$ cat src/sv/tft_pkg.sv
`timescale 1ns / 1ps
// ----------------------------------------------------------------------------
// tft_pkg
// Shared types, widths and reset values for the thermal frequency throttle.
// ----------------------------------------------------------------------------
package tft_pkg;

    localparam int TEMP_W  = 9;
    localparam int TIME_W  = 48;
    localparam int FREQ_W  = 24;
    localparam int THR_W   = 7;
    localparam int HYST_W  = 5;
    localparam int HOLD_W  = 24;
    localparam int CIDX_W  = 3;
    localparam int CDATA_W = 24;
    // signed compare width: covers threshold + 16 and threshold - hysteresis
    localparam int CMP_W   = 11;

    localparam logic [THR_W-1:0]  BASE_TEMP_RST  = THR_W'(70);
    localparam logic [FREQ_W-1:0] CRIT_RST       = FREQ_W'(960000);
    localparam logic [FREQ_W-1:0] SEVERE_RST     = FREQ_W'(1267200);
    localparam logic [FREQ_W-1:0] HIGH_RST       = FREQ_W'(1728000);
    localparam logic [FREQ_W-1:0] MILD_RST       = FREQ_W'(2265600);
    localparam logic [HYST_W-1:0] HYST_RST       = HYST_W'(5);
    localparam logic [HOLD_W-1:0] HOLD_RST       = HOLD_W'(1000000);
    localparam logic [FREQ_W-1:0] FREQ_UNLIMITED = {FREQ_W{1'b1}};

    localparam logic [CMP_W-1:0] BAND_CRIT   = CMP_W'(1 << 4);
    localparam logic [CMP_W-1:0] BAND_SEVERE = CMP_W'(1 << 3);
    localparam logic [CMP_W-1:0] BAND_HIGH   = CMP_W'(1 << 2);

    typedef enum logic [CIDX_W-1:0] {
        REG_BASE_TEMP        = 3'd0,
        REG_CAP_CRIT         = 3'd1,
        REG_CAP_SEVERE       = 3'd2,
        REG_CAP_HIGH         = 3'd3,
        REG_CAP_MILD         = 3'd4,
        REG_HYSTERESIS       = 3'd5,
        REG_MIN_HOLD         = 3'd6,
        REG_UNTHROTTLED_FREQ = 3'd7
    } cfg_idx_t;

    typedef struct packed {
        logic [THR_W-1:0]  base_temp;
        logic [FREQ_W-1:0] cap_crit;
        logic [FREQ_W-1:0] cap_severe;
        logic [FREQ_W-1:0] cap_high;
        logic [FREQ_W-1:0] cap_mild;
        logic [HYST_W-1:0] hysteresis;
        logic [HOLD_W-1:0] min_hold;
        logic [FREQ_W-1:0] unthrottled_freq;
    } cfg_t;

    typedef struct packed {
        logic [FREQ_W-1:0] cap;
        logic              changed;
        logic              throttling;
    } result_t;

endpackage

$ cat src/sv/tft_cfg_regs.sv
`timescale 1ns / 1ps
// ----------------------------------------------------------------------------
// tft_cfg_regs
// Configuration register file, written one register per transfer.
// ----------------------------------------------------------------------------
module tft_cfg_regs
    import tft_pkg::*;
(
    input  logic               clk,
    input  logic               rst_n,
    input  logic               cfg_valid,
    input  logic [CIDX_W-1:0]  cfg_index,
    input  logic [CDATA_W-1:0] cfg_data,
    output cfg_t               cfg
);

    cfg_t cfg_reg;
    cfg_t cfg_next;

    always_comb
    begin
        cfg_next = cfg_reg;
        if (cfg_valid)
        begin
            case (cfg_idx_t'(cfg_index))
                REG_BASE_TEMP:        cfg_next.base_temp        = cfg_data[THR_W-1:0];
                REG_CAP_CRIT:         cfg_next.cap_crit         = cfg_data[FREQ_W-1:0];
                REG_CAP_SEVERE:       cfg_next.cap_severe       = cfg_data[FREQ_W-1:0];
                REG_CAP_HIGH:         cfg_next.cap_high         = cfg_data[FREQ_W-1:0];
                REG_CAP_MILD:         cfg_next.cap_mild         = cfg_data[FREQ_W-1:0];
                REG_HYSTERESIS:       cfg_next.hysteresis       = cfg_data[HYST_W-1:0];
                REG_MIN_HOLD:         cfg_next.min_hold         = cfg_data[HOLD_W-1:0];
                REG_UNTHROTTLED_FREQ: cfg_next.unthrottled_freq = cfg_data[FREQ_W-1:0];
                default:              cfg_next = cfg_reg;
            endcase
        end
    end

    always_ff @(posedge clk or negedge rst_n)
    begin
        if (!rst_n)
        begin
            cfg_reg.base_temp        <= BASE_TEMP_RST;
            cfg_reg.cap_crit         <= CRIT_RST;
            cfg_reg.cap_severe       <= SEVERE_RST;
            cfg_reg.cap_high         <= HIGH_RST;
            cfg_reg.cap_mild         <= MILD_RST;
            cfg_reg.hysteresis       <= HYST_RST;
            cfg_reg.min_hold         <= HOLD_RST;
            cfg_reg.unthrottled_freq <= FREQ_UNLIMITED;
        end
        else
        begin
            cfg_reg <= cfg_next;
        end
    end

    assign cfg = cfg_reg;

endmodule

$ cat src/sv/tft_core.sv
`timescale 1ns / 1ps
// ----------------------------------------------------------------------------
// tft_core
// Throttle state and per-sample decision: release with hold time, band select.
// ----------------------------------------------------------------------------
module tft_core
    import tft_pkg::*;
(
    input  logic              clk,
    input  logic              rst_n,
    input  logic              step,
    input  logic [TEMP_W-1:0] temperature,
    input  logic [TIME_W-1:0] now_us,
    input  cfg_t              cfg,
    output result_t           res
);

    logic              throttle_reg;
    logic              throttle_next;
    logic [FREQ_W-1:0] cap_reg;
    logic [FREQ_W-1:0] cap_next;
    logic [TIME_W-1:0] last_change_reg;
    logic [TIME_W-1:0] last_change_next;

    logic signed [CMP_W-1:0] temp_s;
    logic signed [CMP_W-1:0] thr_s;
    logic signed [CMP_W-1:0] release_s;
    logic                    in_release;
    logic                    hold_done;
    logic [TIME_W:0]         hold_end;
    logic [FREQ_W-1:0]       band_freq;
    logic [FREQ_W-1:0]       target;
    logic                    apply;

    always_comb
    begin
        temp_s    = signed'({{(CMP_W-TEMP_W){temperature[TEMP_W-1]}}, temperature});
        thr_s     = signed'({{(CMP_W-THR_W){1'b0}}, cfg.base_temp});
        release_s = thr_s - signed'({{(CMP_W-HYST_W){1'b0}}, cfg.hysteresis});
        in_release = throttle_reg && (temp_s < release_s);
        // hold end is computed one bit wider so it never wraps
        hold_end  = {1'b0, last_change_reg} + {{(TIME_W+1-HOLD_W){1'b0}}, cfg.min_hold};
        hold_done = {1'b0, now_us} >= hold_end;

        if (temp_s >= thr_s + signed'(BAND_CRIT))
            band_freq = cfg.cap_crit;
        else if (temp_s >= thr_s + signed'(BAND_SEVERE))
            band_freq = cfg.cap_severe;
        else if (temp_s >= thr_s + signed'(BAND_HIGH))
            band_freq = cfg.cap_high;
        else if (temp_s > thr_s)
            band_freq = cfg.cap_mild;
        else
            band_freq = '0;

        throttle_next = throttle_reg;
        target        = cap_reg;
        apply         = 1'b0;
        if (in_release)
        begin
            if (hold_done)
            begin
                target        = cfg.unthrottled_freq;
                apply         = 1'b1;
                throttle_next = 1'b0;
            end
        end
        else if (band_freq != '0)
        begin
            target        = band_freq;
            apply         = 1'b1;
            throttle_next = 1'b1;
        end

        res.changed    = apply && (target != cap_reg);
        cap_next       = res.changed ? target : cap_reg;
        last_change_next = res.changed ? now_us : last_change_reg;
        res.cap        = cap_next;
        res.throttling = throttle_next;
    end

    always_ff @(posedge clk or negedge rst_n)
    begin
        if (!rst_n)
        begin
            throttle_reg    <= 1'b0;
            cap_reg         <= FREQ_UNLIMITED;
            last_change_reg <= '0;
        end
        else if (step)
        begin
            throttle_reg    <= throttle_next;
            cap_reg         <= cap_next;
            last_change_reg <= last_change_next;
        end
    end

    a_change_differs: assert property (@(posedge clk) disable iff (!rst_n)
        step && res.changed |-> res.cap != cap_reg)
        else $error("cap change reported without a new cap");

    a_change_time: assert property (@(posedge clk) disable iff (!rst_n)
        step && res.changed |=> last_change_reg == $past(now_us))
        else $error("change time not taken from the sample");

    a_idle_holds: assert property (@(posedge clk) disable iff (!rst_n)
        !step |=> $stable(cap_reg) && $stable(throttle_reg) && $stable(last_change_reg))
        else $error("throttle state moved without a sample");

    a_nochange_holds: assert property (@(posedge clk) disable iff (!rst_n)
        step && !res.changed |=> $stable(cap_reg) && $stable(last_change_reg))
        else $error("cap moved on a sample that reported no change");

endmodule

$ cat src/sv/thermal_frequency_throttle.sv
`timescale 1ns / 1ps
// ----------------------------------------------------------------------------
// thermal_frequency_throttle
// Temperature-driven frequency cap with band selection and release hysteresis.
// ----------------------------------------------------------------------------
// One sample can be taken every clock cycle while no output stall holds the
// flow. A sample moves from the input register to the result register at the
// first edge after its input transfer at which the result register is free
// or being emptied; its result is then shown on the outputs from the result
// register until it is taken. The rate is set by the throttle state
// (cap, flag, change time), which is updated in the same cycle the sample
// leaves the input register, so a sample always sees the state left by the
// one before it. A stalled result holds the input register: one more sample
// can enter while it waits, then the input stalls until the result goes out.
// Configuration writes are always ready and must only be issued while no
// sample is in flight.
module thermal_frequency_throttle
    import tft_pkg::*;
(
    input  logic               clk,
    input  logic               rst_n,
    input  logic               in_valid,
    output logic               in_stall,
    input  logic [TEMP_W-1:0]  temperature,
    input  logic [TIME_W-1:0]  now_us,
    output logic               out_valid,
    input  logic               out_stall,
    output logic [FREQ_W-1:0]  cap_freq,
    output logic               cap_changed,
    output logic               is_throttling,
    input  logic               cfg_valid,
    output logic               cfg_ready,
    input  logic [CIDX_W-1:0]  cfg_index,
    input  logic [CDATA_W-1:0] cfg_data
);

    cfg_t    cfg;
    result_t res;

    logic              s1_valid_reg;
    logic              s1_valid_next;
    logic [TEMP_W-1:0] s1_temp_reg;
    logic [TIME_W-1:0] s1_now_reg;
    logic              out_valid_reg;
    logic              out_valid_next;
    result_t           out_res_reg;

    logic advance;
    logic step;
    logic in_xfer;

    tft_cfg_regs u_cfg
    (
        .clk       (clk),
        .rst_n     (rst_n),
        .cfg_valid (cfg_valid),
        .cfg_index (cfg_index),
        .cfg_data  (cfg_data),
        .cfg       (cfg)
    );

    tft_core u_core
    (
        .clk         (clk),
        .rst_n       (rst_n),
        .step        (step),
        .temperature (s1_temp_reg),
        .now_us      (s1_now_reg),
        .cfg         (cfg),
        .res         (res)
    );

    // result register free, or emptied by a transfer this cycle
    assign advance  = !out_valid_reg || !out_stall;
    assign step     = s1_valid_reg && advance;
    assign in_stall = s1_valid_reg && !advance;
    assign in_xfer  = in_valid && !in_stall;

    always_comb
    begin
        s1_valid_next = in_xfer ? 1'b1 : (step ? 1'b0 : s1_valid_reg);
        if (step)
            out_valid_next = 1'b1;
        else if (!out_stall)
            out_valid_next = 1'b0;
        else
            out_valid_next = out_valid_reg;
    end

    always_ff @(posedge clk or negedge rst_n)
    begin
        if (!rst_n)
        begin
            s1_valid_reg  <= 1'b0;
            out_valid_reg <= 1'b0;
        end
        else
        begin
            s1_valid_reg  <= s1_valid_next;
            out_valid_reg <= out_valid_next;
        end
    end

    always_ff @(posedge clk)
    begin
        if (in_xfer)
        begin
            s1_temp_reg <= temperature;
            s1_now_reg  <= now_us;
        end
        if (step)
        begin
            out_res_reg <= res;
        end
    end

    assign out_valid     = out_valid_reg;
    assign cap_freq      = out_res_reg.cap;
    assign cap_changed   = out_res_reg.changed;
    assign is_throttling = out_res_reg.throttling;
    assign cfg_ready     = 1'b1;

endmodule
$ cat config.mk
export PLATFORM = sky130hd
export DESIGN_NAME = thermal_frequency_throttle
export DESIGN_NICKNAME = d
export VERILOG_FILES = /design/src/sv/tft_pkg.sv /design/src/sv/tft_cfg_regs.sv /design/src/sv/tft_core.sv /design/src/sv/thermal_frequency_throttle.sv
export SDC_FILE = /design/constraint.sdc
export NUM_CORES = 1
export LEC_CHECK = 0
export ABC_AREA = 1
export BUFFER_PORTS_ARGS = -buffer_cell sky130_fd_sc_hd__buf_4
export CAP_MARGIN = 20
export CORE_UTILIZATION = 60
export CTS_CLUSTER_DIAMETER = 40
export CTS_CLUSTER_SIZE = 10
export DETAILED_ROUTE_END_ITERATION = 8
export GPL_TIMING_DRIVEN = 0
export PLACE_DENSITY = 0.79
export SYNTH_ARGS = -nofsm -noshare
export SYNTH_HDL_FRONTEND = slang
export SYNTH_HIERARCHICAL = 1
export SYNTH_SLANG_ARGS = --single-unit
$ cat constraint.sdc
create_clock -name clk -period 7.5 [get_ports clk]
set_input_delay 1.5 -clock clk [delete_from_list [all_inputs] [get_ports clk]]
set_output_delay 1.5 -clock clk [all_outputs]
set_load 0.01 [all_outputs]
* Yosys cells after proc, flatten, opt, wreduce, memory -nomap -nowiden
Index checks and enable logic that the tools add are counted.
W data, S select, Z words.
** Storage, ports and cells
- Register bits :: 314
- Latch bits :: 0
- RAM bits :: 0
- ROM bits :: 0
- Bits of input ports :: 89
- Output and inout bits :: 29
- Logic and storage cells :: 78
- Memories :: 0
** Operators by class
- Add/subtract/negate cells :: 5
- $mul :: 0
- Divide/modulo/power cells :: 0
- $lt $le $gt $ge :: 6
- Equal/unequal tests :: 9
- Shifts and indexed selects :: 0
- Multiplexer cells :: 18
- Bitwise gates (word level) :: 0
- Reduce and logical (&&, ||, !) cells :: 22
** Operators with widths (count)
- $mux W24 :: 8
- $add A48 B24 Y49 :: 1
- $ge A48 B49 Y1 :: 1
- $ge A9 B9 Y1 :: 3
- $ne A24 B24 Y1 :: 1
- $reduce_bool A24 Y1 :: 1
- $reduce_and A2 Y1 :: 9
- $eq A3 B3 Y1 const B :: 4
- $mux W1 :: 10
- $gt A9 B8 Y1 :: 1
- $lt A9 B8 Y1 :: 1
- $add A7 B3 Y8 const B :: 1
- $add A7 B4 Y8 const B :: 1
- $add A7 B5 Y8 const B :: 1
- $sub A7 B5 Y8 :: 1
- $eq A3 B2 Y1 const B :: 2
- $logic_and A1 B1 Y1 :: 5
- $logic_not A1 Y1 :: 4
- $eq A3 B1 Y1 const B :: 1
- $logic_not A3 Y1 :: 1
- $ne A2 B1 Y1 const B :: 1
- $reduce_bool A2 Y1 :: 1
- $logic_or A1 B1 Y1 :: 1

* Longest topological paths before layout
- Depth in word-level cells :: 11
- Gate-level depth with buffers :: 49

* Hierarchy
Netlist, hierarchy kept.
** By module, submodules not included
- tft_core :: instances 1, cells an instance 1537, area each 9550.4 um^2, sequential area each 1856.8 um^2
- tft_cfg_regs :: instances 1, cells an instance 689, area each 6172.2 um^2, sequential area each 3982.6 um^2
- thermal_frequency_throttle :: instances 1, cells an instance 97, area each 2598.7 um^2, sequential area each 2542.4 um^2

* Worst setup path before layout
OpenSTA, ideal clock, no wires.
- Kind :: register -> register
- Start :: reg u_cfg.cfg_reg, in the netlist u_cfg/cfg[25]
- End :: reg u_core.last_change_reg[0]
- Library setup time :: 0.117 ns
- Arrival time :: 5.440 ns
- Required time :: 7.383 ns
- Path slack :: 1.943 ns
- Cell stages (with the launch flop) :: 49
- Path buffers :: 4
- Period minus slack after synthesis :: 5.557 ns
- Cell sequence :: dfrtp_1 ha_1 nand2_1 nand2_1 a21oi_1 o21ai_0 a31oi_1 o21ai_0 nand2_1 nand2_1 nand2_1 nand2_1 nand2_1 nand2_1 nand2_1 nand2_1 nand4_1 nand2_1 [13 not listed] nand2_1 nand2_1 nand2_1 nand2_1 clkbuf_1 nand2_1 nand3_1 nand2_1 nand2_1 nand2_1 nor2_1 nand2_1 nor2_1 nand3_2 buf_4 buf_4 nand3_1 nand2_1
** Between the ends
- Word-level cells in the longest chain between the ends :: 7
** RTL lines
- start: declaration :: RTL line tft_cfg_regs.sv:17 : cfg_t cfg_reg;
- start signal: assignment :: RTL line tft_cfg_regs.sv:54 : cfg_reg <= cfg_next;
- $add A48 B24 Y49 (*) :: RTL line tft_core.sv:42 : hold_end = {1'b0, last_change_reg} + {{(TIME_W+1-HOLD_W){1'b0}}, cfg.min_hold};
- $ge A48 B49 Y1 (*) :: RTL line tft_core.sv:43 : hold_done = {1'b0, now_us} >= hold_end;
- $mux W24 :: RTL line tft_core.sv:61 : if (hold_done)
- $mux W24 :: RTL line tft_core.sv:59 : if (in_release)
- $ne A24 B24 Y1 :: RTL line tft_core.sv:75 : res.changed = apply && (target != cap_reg);
- $logic_and A1 B1 Y1 (*) :: RTL line tft_core.sv:75
- $reduce_and A2 Y1 (no line) (*)
- end signal: assignment :: RTL line tft_core.sv:94 : last_change_reg <= last_change_next;
- end: declaration :: RTL line tft_core.sv:22 : logic [TIME_W-1:0] last_change_reg;
Mark *: on every way between the ends. The rest lies on a longest branch, timed or not.
A chain may end at the register's enable or synchronous reset.

* Worst setup path after layout
- Start :: reg u_cfg.cfg_reg, in the netlist u_cfg/cfg[25]
- End :: reg u_core.last_change_reg[45]
The elaborated chain is that of the path after synthesis.

==> summary.txt <==
CP Class: register to register
Antenna Nets Post-Route: 0
CP Capture Type: register
Psw: 0.00245 W
Max Freq: 143 MHz
Post-synthesis cell count: 2,323
Fin crit share: 92.9%
Mean Syn Cell Area: 7.89 µm²
Crit start category: register
Pin count of the biggest net entering global routing: 101
Cell mode on critical path: nand2_1
Slowest Stage Delay on Critical Path: 0.45 ns
Number of synthesized flops with an enable pin: 83
Clock root buffer: clkbuf_16
Combinational share of power: 30.7%
H-tree depth: 2
Layout cells sized above 1: 15.8%
Clock share of power: 33.6%
Initial Util: 61.3%
Num CTS Buffers: 50
GRT Util Overall: 33.2%
WL per Instance: 17.4 µm
Measured slew at the worst slew-check pin: 0.903 ns
FP Rows: 63
Fin crit period: 6.97 ns
Syn_nets: 2,524
Area of placed instances: 0.0197 mm²
Aggregate global routing overflow: 0
Setup violations, final: 0
Mapped cell area: 0.0183 mm²
Setup_tns: 0 ns
Later-pin clock latency in the skew report: 0.57 ns
Die area: 0.0312 mm²
Synth unique cells: 52
Most area-hungry cell type in the Yosys netlist: dfrtp_1
Area Overhead vs Synth: 17.2%
Peak supply drop: 0.000197 V
Core Area: 0.0299 mm²
Final Hold Fails: 0
Critical path data required time: 7.93 ns
DRC violation count after routing: 0
Vias per Instance: 5.65
Max reg flops: 156
Detailed placer's ending HPWL: 36,600 µm
WP data arrival: 7.40 ns
Critical path's slowest cell: dfrtp_1
Sequential share of the synthesized area: 45.7%
Port-buffer cells: 111
#FFs+latches synth: 314
Commonest cells in the netlist: 916 x nand2_1, 246 x nand3_1, 194 x inv_1, 144 x dfrtp_1, 110 x ha_1
CTS sink cnt: 314
Routed WL: 50,900 µm
Design area: 0.0215 mm²
Global-route wire length before repair: 81,400 µm
Slew margin rel.: 39.6%
Total number of vias: 16.5k
Synth top area cells: dfrtp_1 20%, nand2_1 19%, edfxtp_1 14%
Ys flop type: dfrtp_1
Fin. max-slew vios: 0
Number of DRC markers in iteration 0: 1,610
Post-synth ARST share: 73.6%
Max Cap Viol: 0
RSZ-0062 raised after global routing: false
Antenna violations before repair: 1
CTS clk-pin slew, worst paths: 0.05 ns
Hold Path Class: register to register
CTS tree: yes
Boundary pin count: 118
RD Place Congestion: 0.956
Most frequent cell after synthesis: nand2_1
Leak pwr: 10.8 nW
Die Y: 177 µm
Power per cell area: 325 mW/mm²
Yosys top cell area share: 19.7%
Die Span X: 177 µm
Switching Share: 35.1%
Status: complete, no violations
Sequential Power Share: 35.7%
Clock Path Buffers: 3
Int Pwr: 0.00452 W
CP Max Fanout: 10
Clock skew: 0.0313 ns
Yosys warns: 6
Total Nets Final: 2,690
Vias in the first global route: 16.0k
DR pass1 iterations: 8
-- worst max-delay path: cells and delay by family (launching register included) --
kind / cells / cell delay, ns
and+or+nand+nor: 32 / 3.95
AOI/OAI and AO/OA: 5 / 1.04
buffers and inverters: 3 / 0.69
adders and majority gates: 2 / 0.59
DFF: 1 / 0.45
xor gates and xnor gates: 1 / 0.10
-- through the flow --
stage               hold WS (ns)  setup slack [ns]  utilization [%]  std cells  power (W)
detailed placement         0.452            0.0718             66.1       2828    0.00458
CTS                        0.461            0.0117             71.8       2920    0.00695
finish                     0.461             0.531             71.9       2920    0.00697
global route               0.480            0.0382             71.9       2920    0.00739
global placement           0.449             0.167             65.7       2824    0.00448
floorplan                  0.440              1.94                -       2323    0.00392
-- final timing paths --
| kind | from | endpoint | slack [ns] | depth (start not counted) |
|---|---|---|---|---|
| min in group asynchronous | rst_n | u_cfg/cfg[85] | 0.81 | 1 |
| max | u_cfg/cfg[25] | u_core/last_change_reg[45] | 0.53 | 43 |
| min reg2reg | u_cfg/cfg[144] | u_cfg/cfg[144] | 0.46 | 2 |
| max reg2reg | u_cfg/cfg[25] | u_core/last_change_reg[45] | 0.53 | 43 |
| max in group asynchronous | rst_n | u_core/last_change_reg[32] | 5.43 | 3 |
| min | u_cfg/cfg[144] | u_cfg/cfg[144] | 0.46 | 2 |
-- per-layer routing --
| layer | global-route usage, % | wire [µm] | share of wire, % |
|---|---|---|---|
| met3 | 5.99 | 3730 | 7.3 |
| met1 | 42.5 | 20900 | 41 |
| met5 | 0 | 0 | 0 |
| met2 | 54.7 | 24000 | 47 |
| met4 | 15.6 | 2280 | 4.5 |
-- area by class of cell --
type | count | area, µm²
diodes | 1 | 2.50
plain buffers | 89 | 462
clock buffers | 67 | 1390
clock inverters | 25 | 314
fillers | 2378 | 8410
inverters | 204 | 766
multi-input cells | 1715 | 8730
flip-flops and latches | 314 | 8380
well taps | 390 | 488
repair buffers | 115 | 931
-- cell usage in the layout (no fill, tap or decap), types with 30 or more instances in the layout --
| cell type | n |
|---|---|
| xor2_1 | 30 |
| inv_1 | 193 |
| nand3_1 | 245 |
| a21oi_1 | 67 |
| ha_1 | 110 |
| nand2_1 | 915 |
| buf_4 | 117 |
| dfstp_2 | 87 |
| nand4_1 | 40 |
| buf_2 | 42 |
| nor2_1 | 95 |
| clkbuf_16 | 51 |
| o21ai_0 | 65 |
| edfxtp_1 | 83 |
| dfrtp_1 | 144 |
| clkbuf_1 | 35 |
-- logic make-up (layout without fill, tap and decap cells) --
kind of cell             count (synthesis)  after routing  synth area share (%)
AO/OA/AOI/OAI                          166            166                  4.92
XOR/XNOR                                55             55                  2.63
adder cells (fa/ha/maj)                112            112                  7.73
other                                    1              2                0.0205
buffers and inverters                  294            500                  6.70
AND/OR/NAND/NOR                       1381           1381                  32.2
flip-flops                             314            314                  45.7
-- power groups by stage --
| stage | clock network, W | registers, W | logic, W |
|---|---|---|---|
| floorplan | 0 | 0.00243 | 0.00148 |
| global route | 0.00245 | 0.00252 | 0.00242 |
| finish | 0.00234 | 0.00249 | 0.00214 |
| CTS | 0.00237 | 0.00248 | 0.00211 |
| global placement | 0 | 0.00249 | 0.00199 |
| detailed placement | 0 | 0.00250 | 0.00208 |
-- what timing repair did --
action	CTS	global route
endpoints found under the setup margin	6	49
buffers inserted	0	0
resized for setup	1	12
hold buffers	0	0
(Power assumes the default switching activity.)
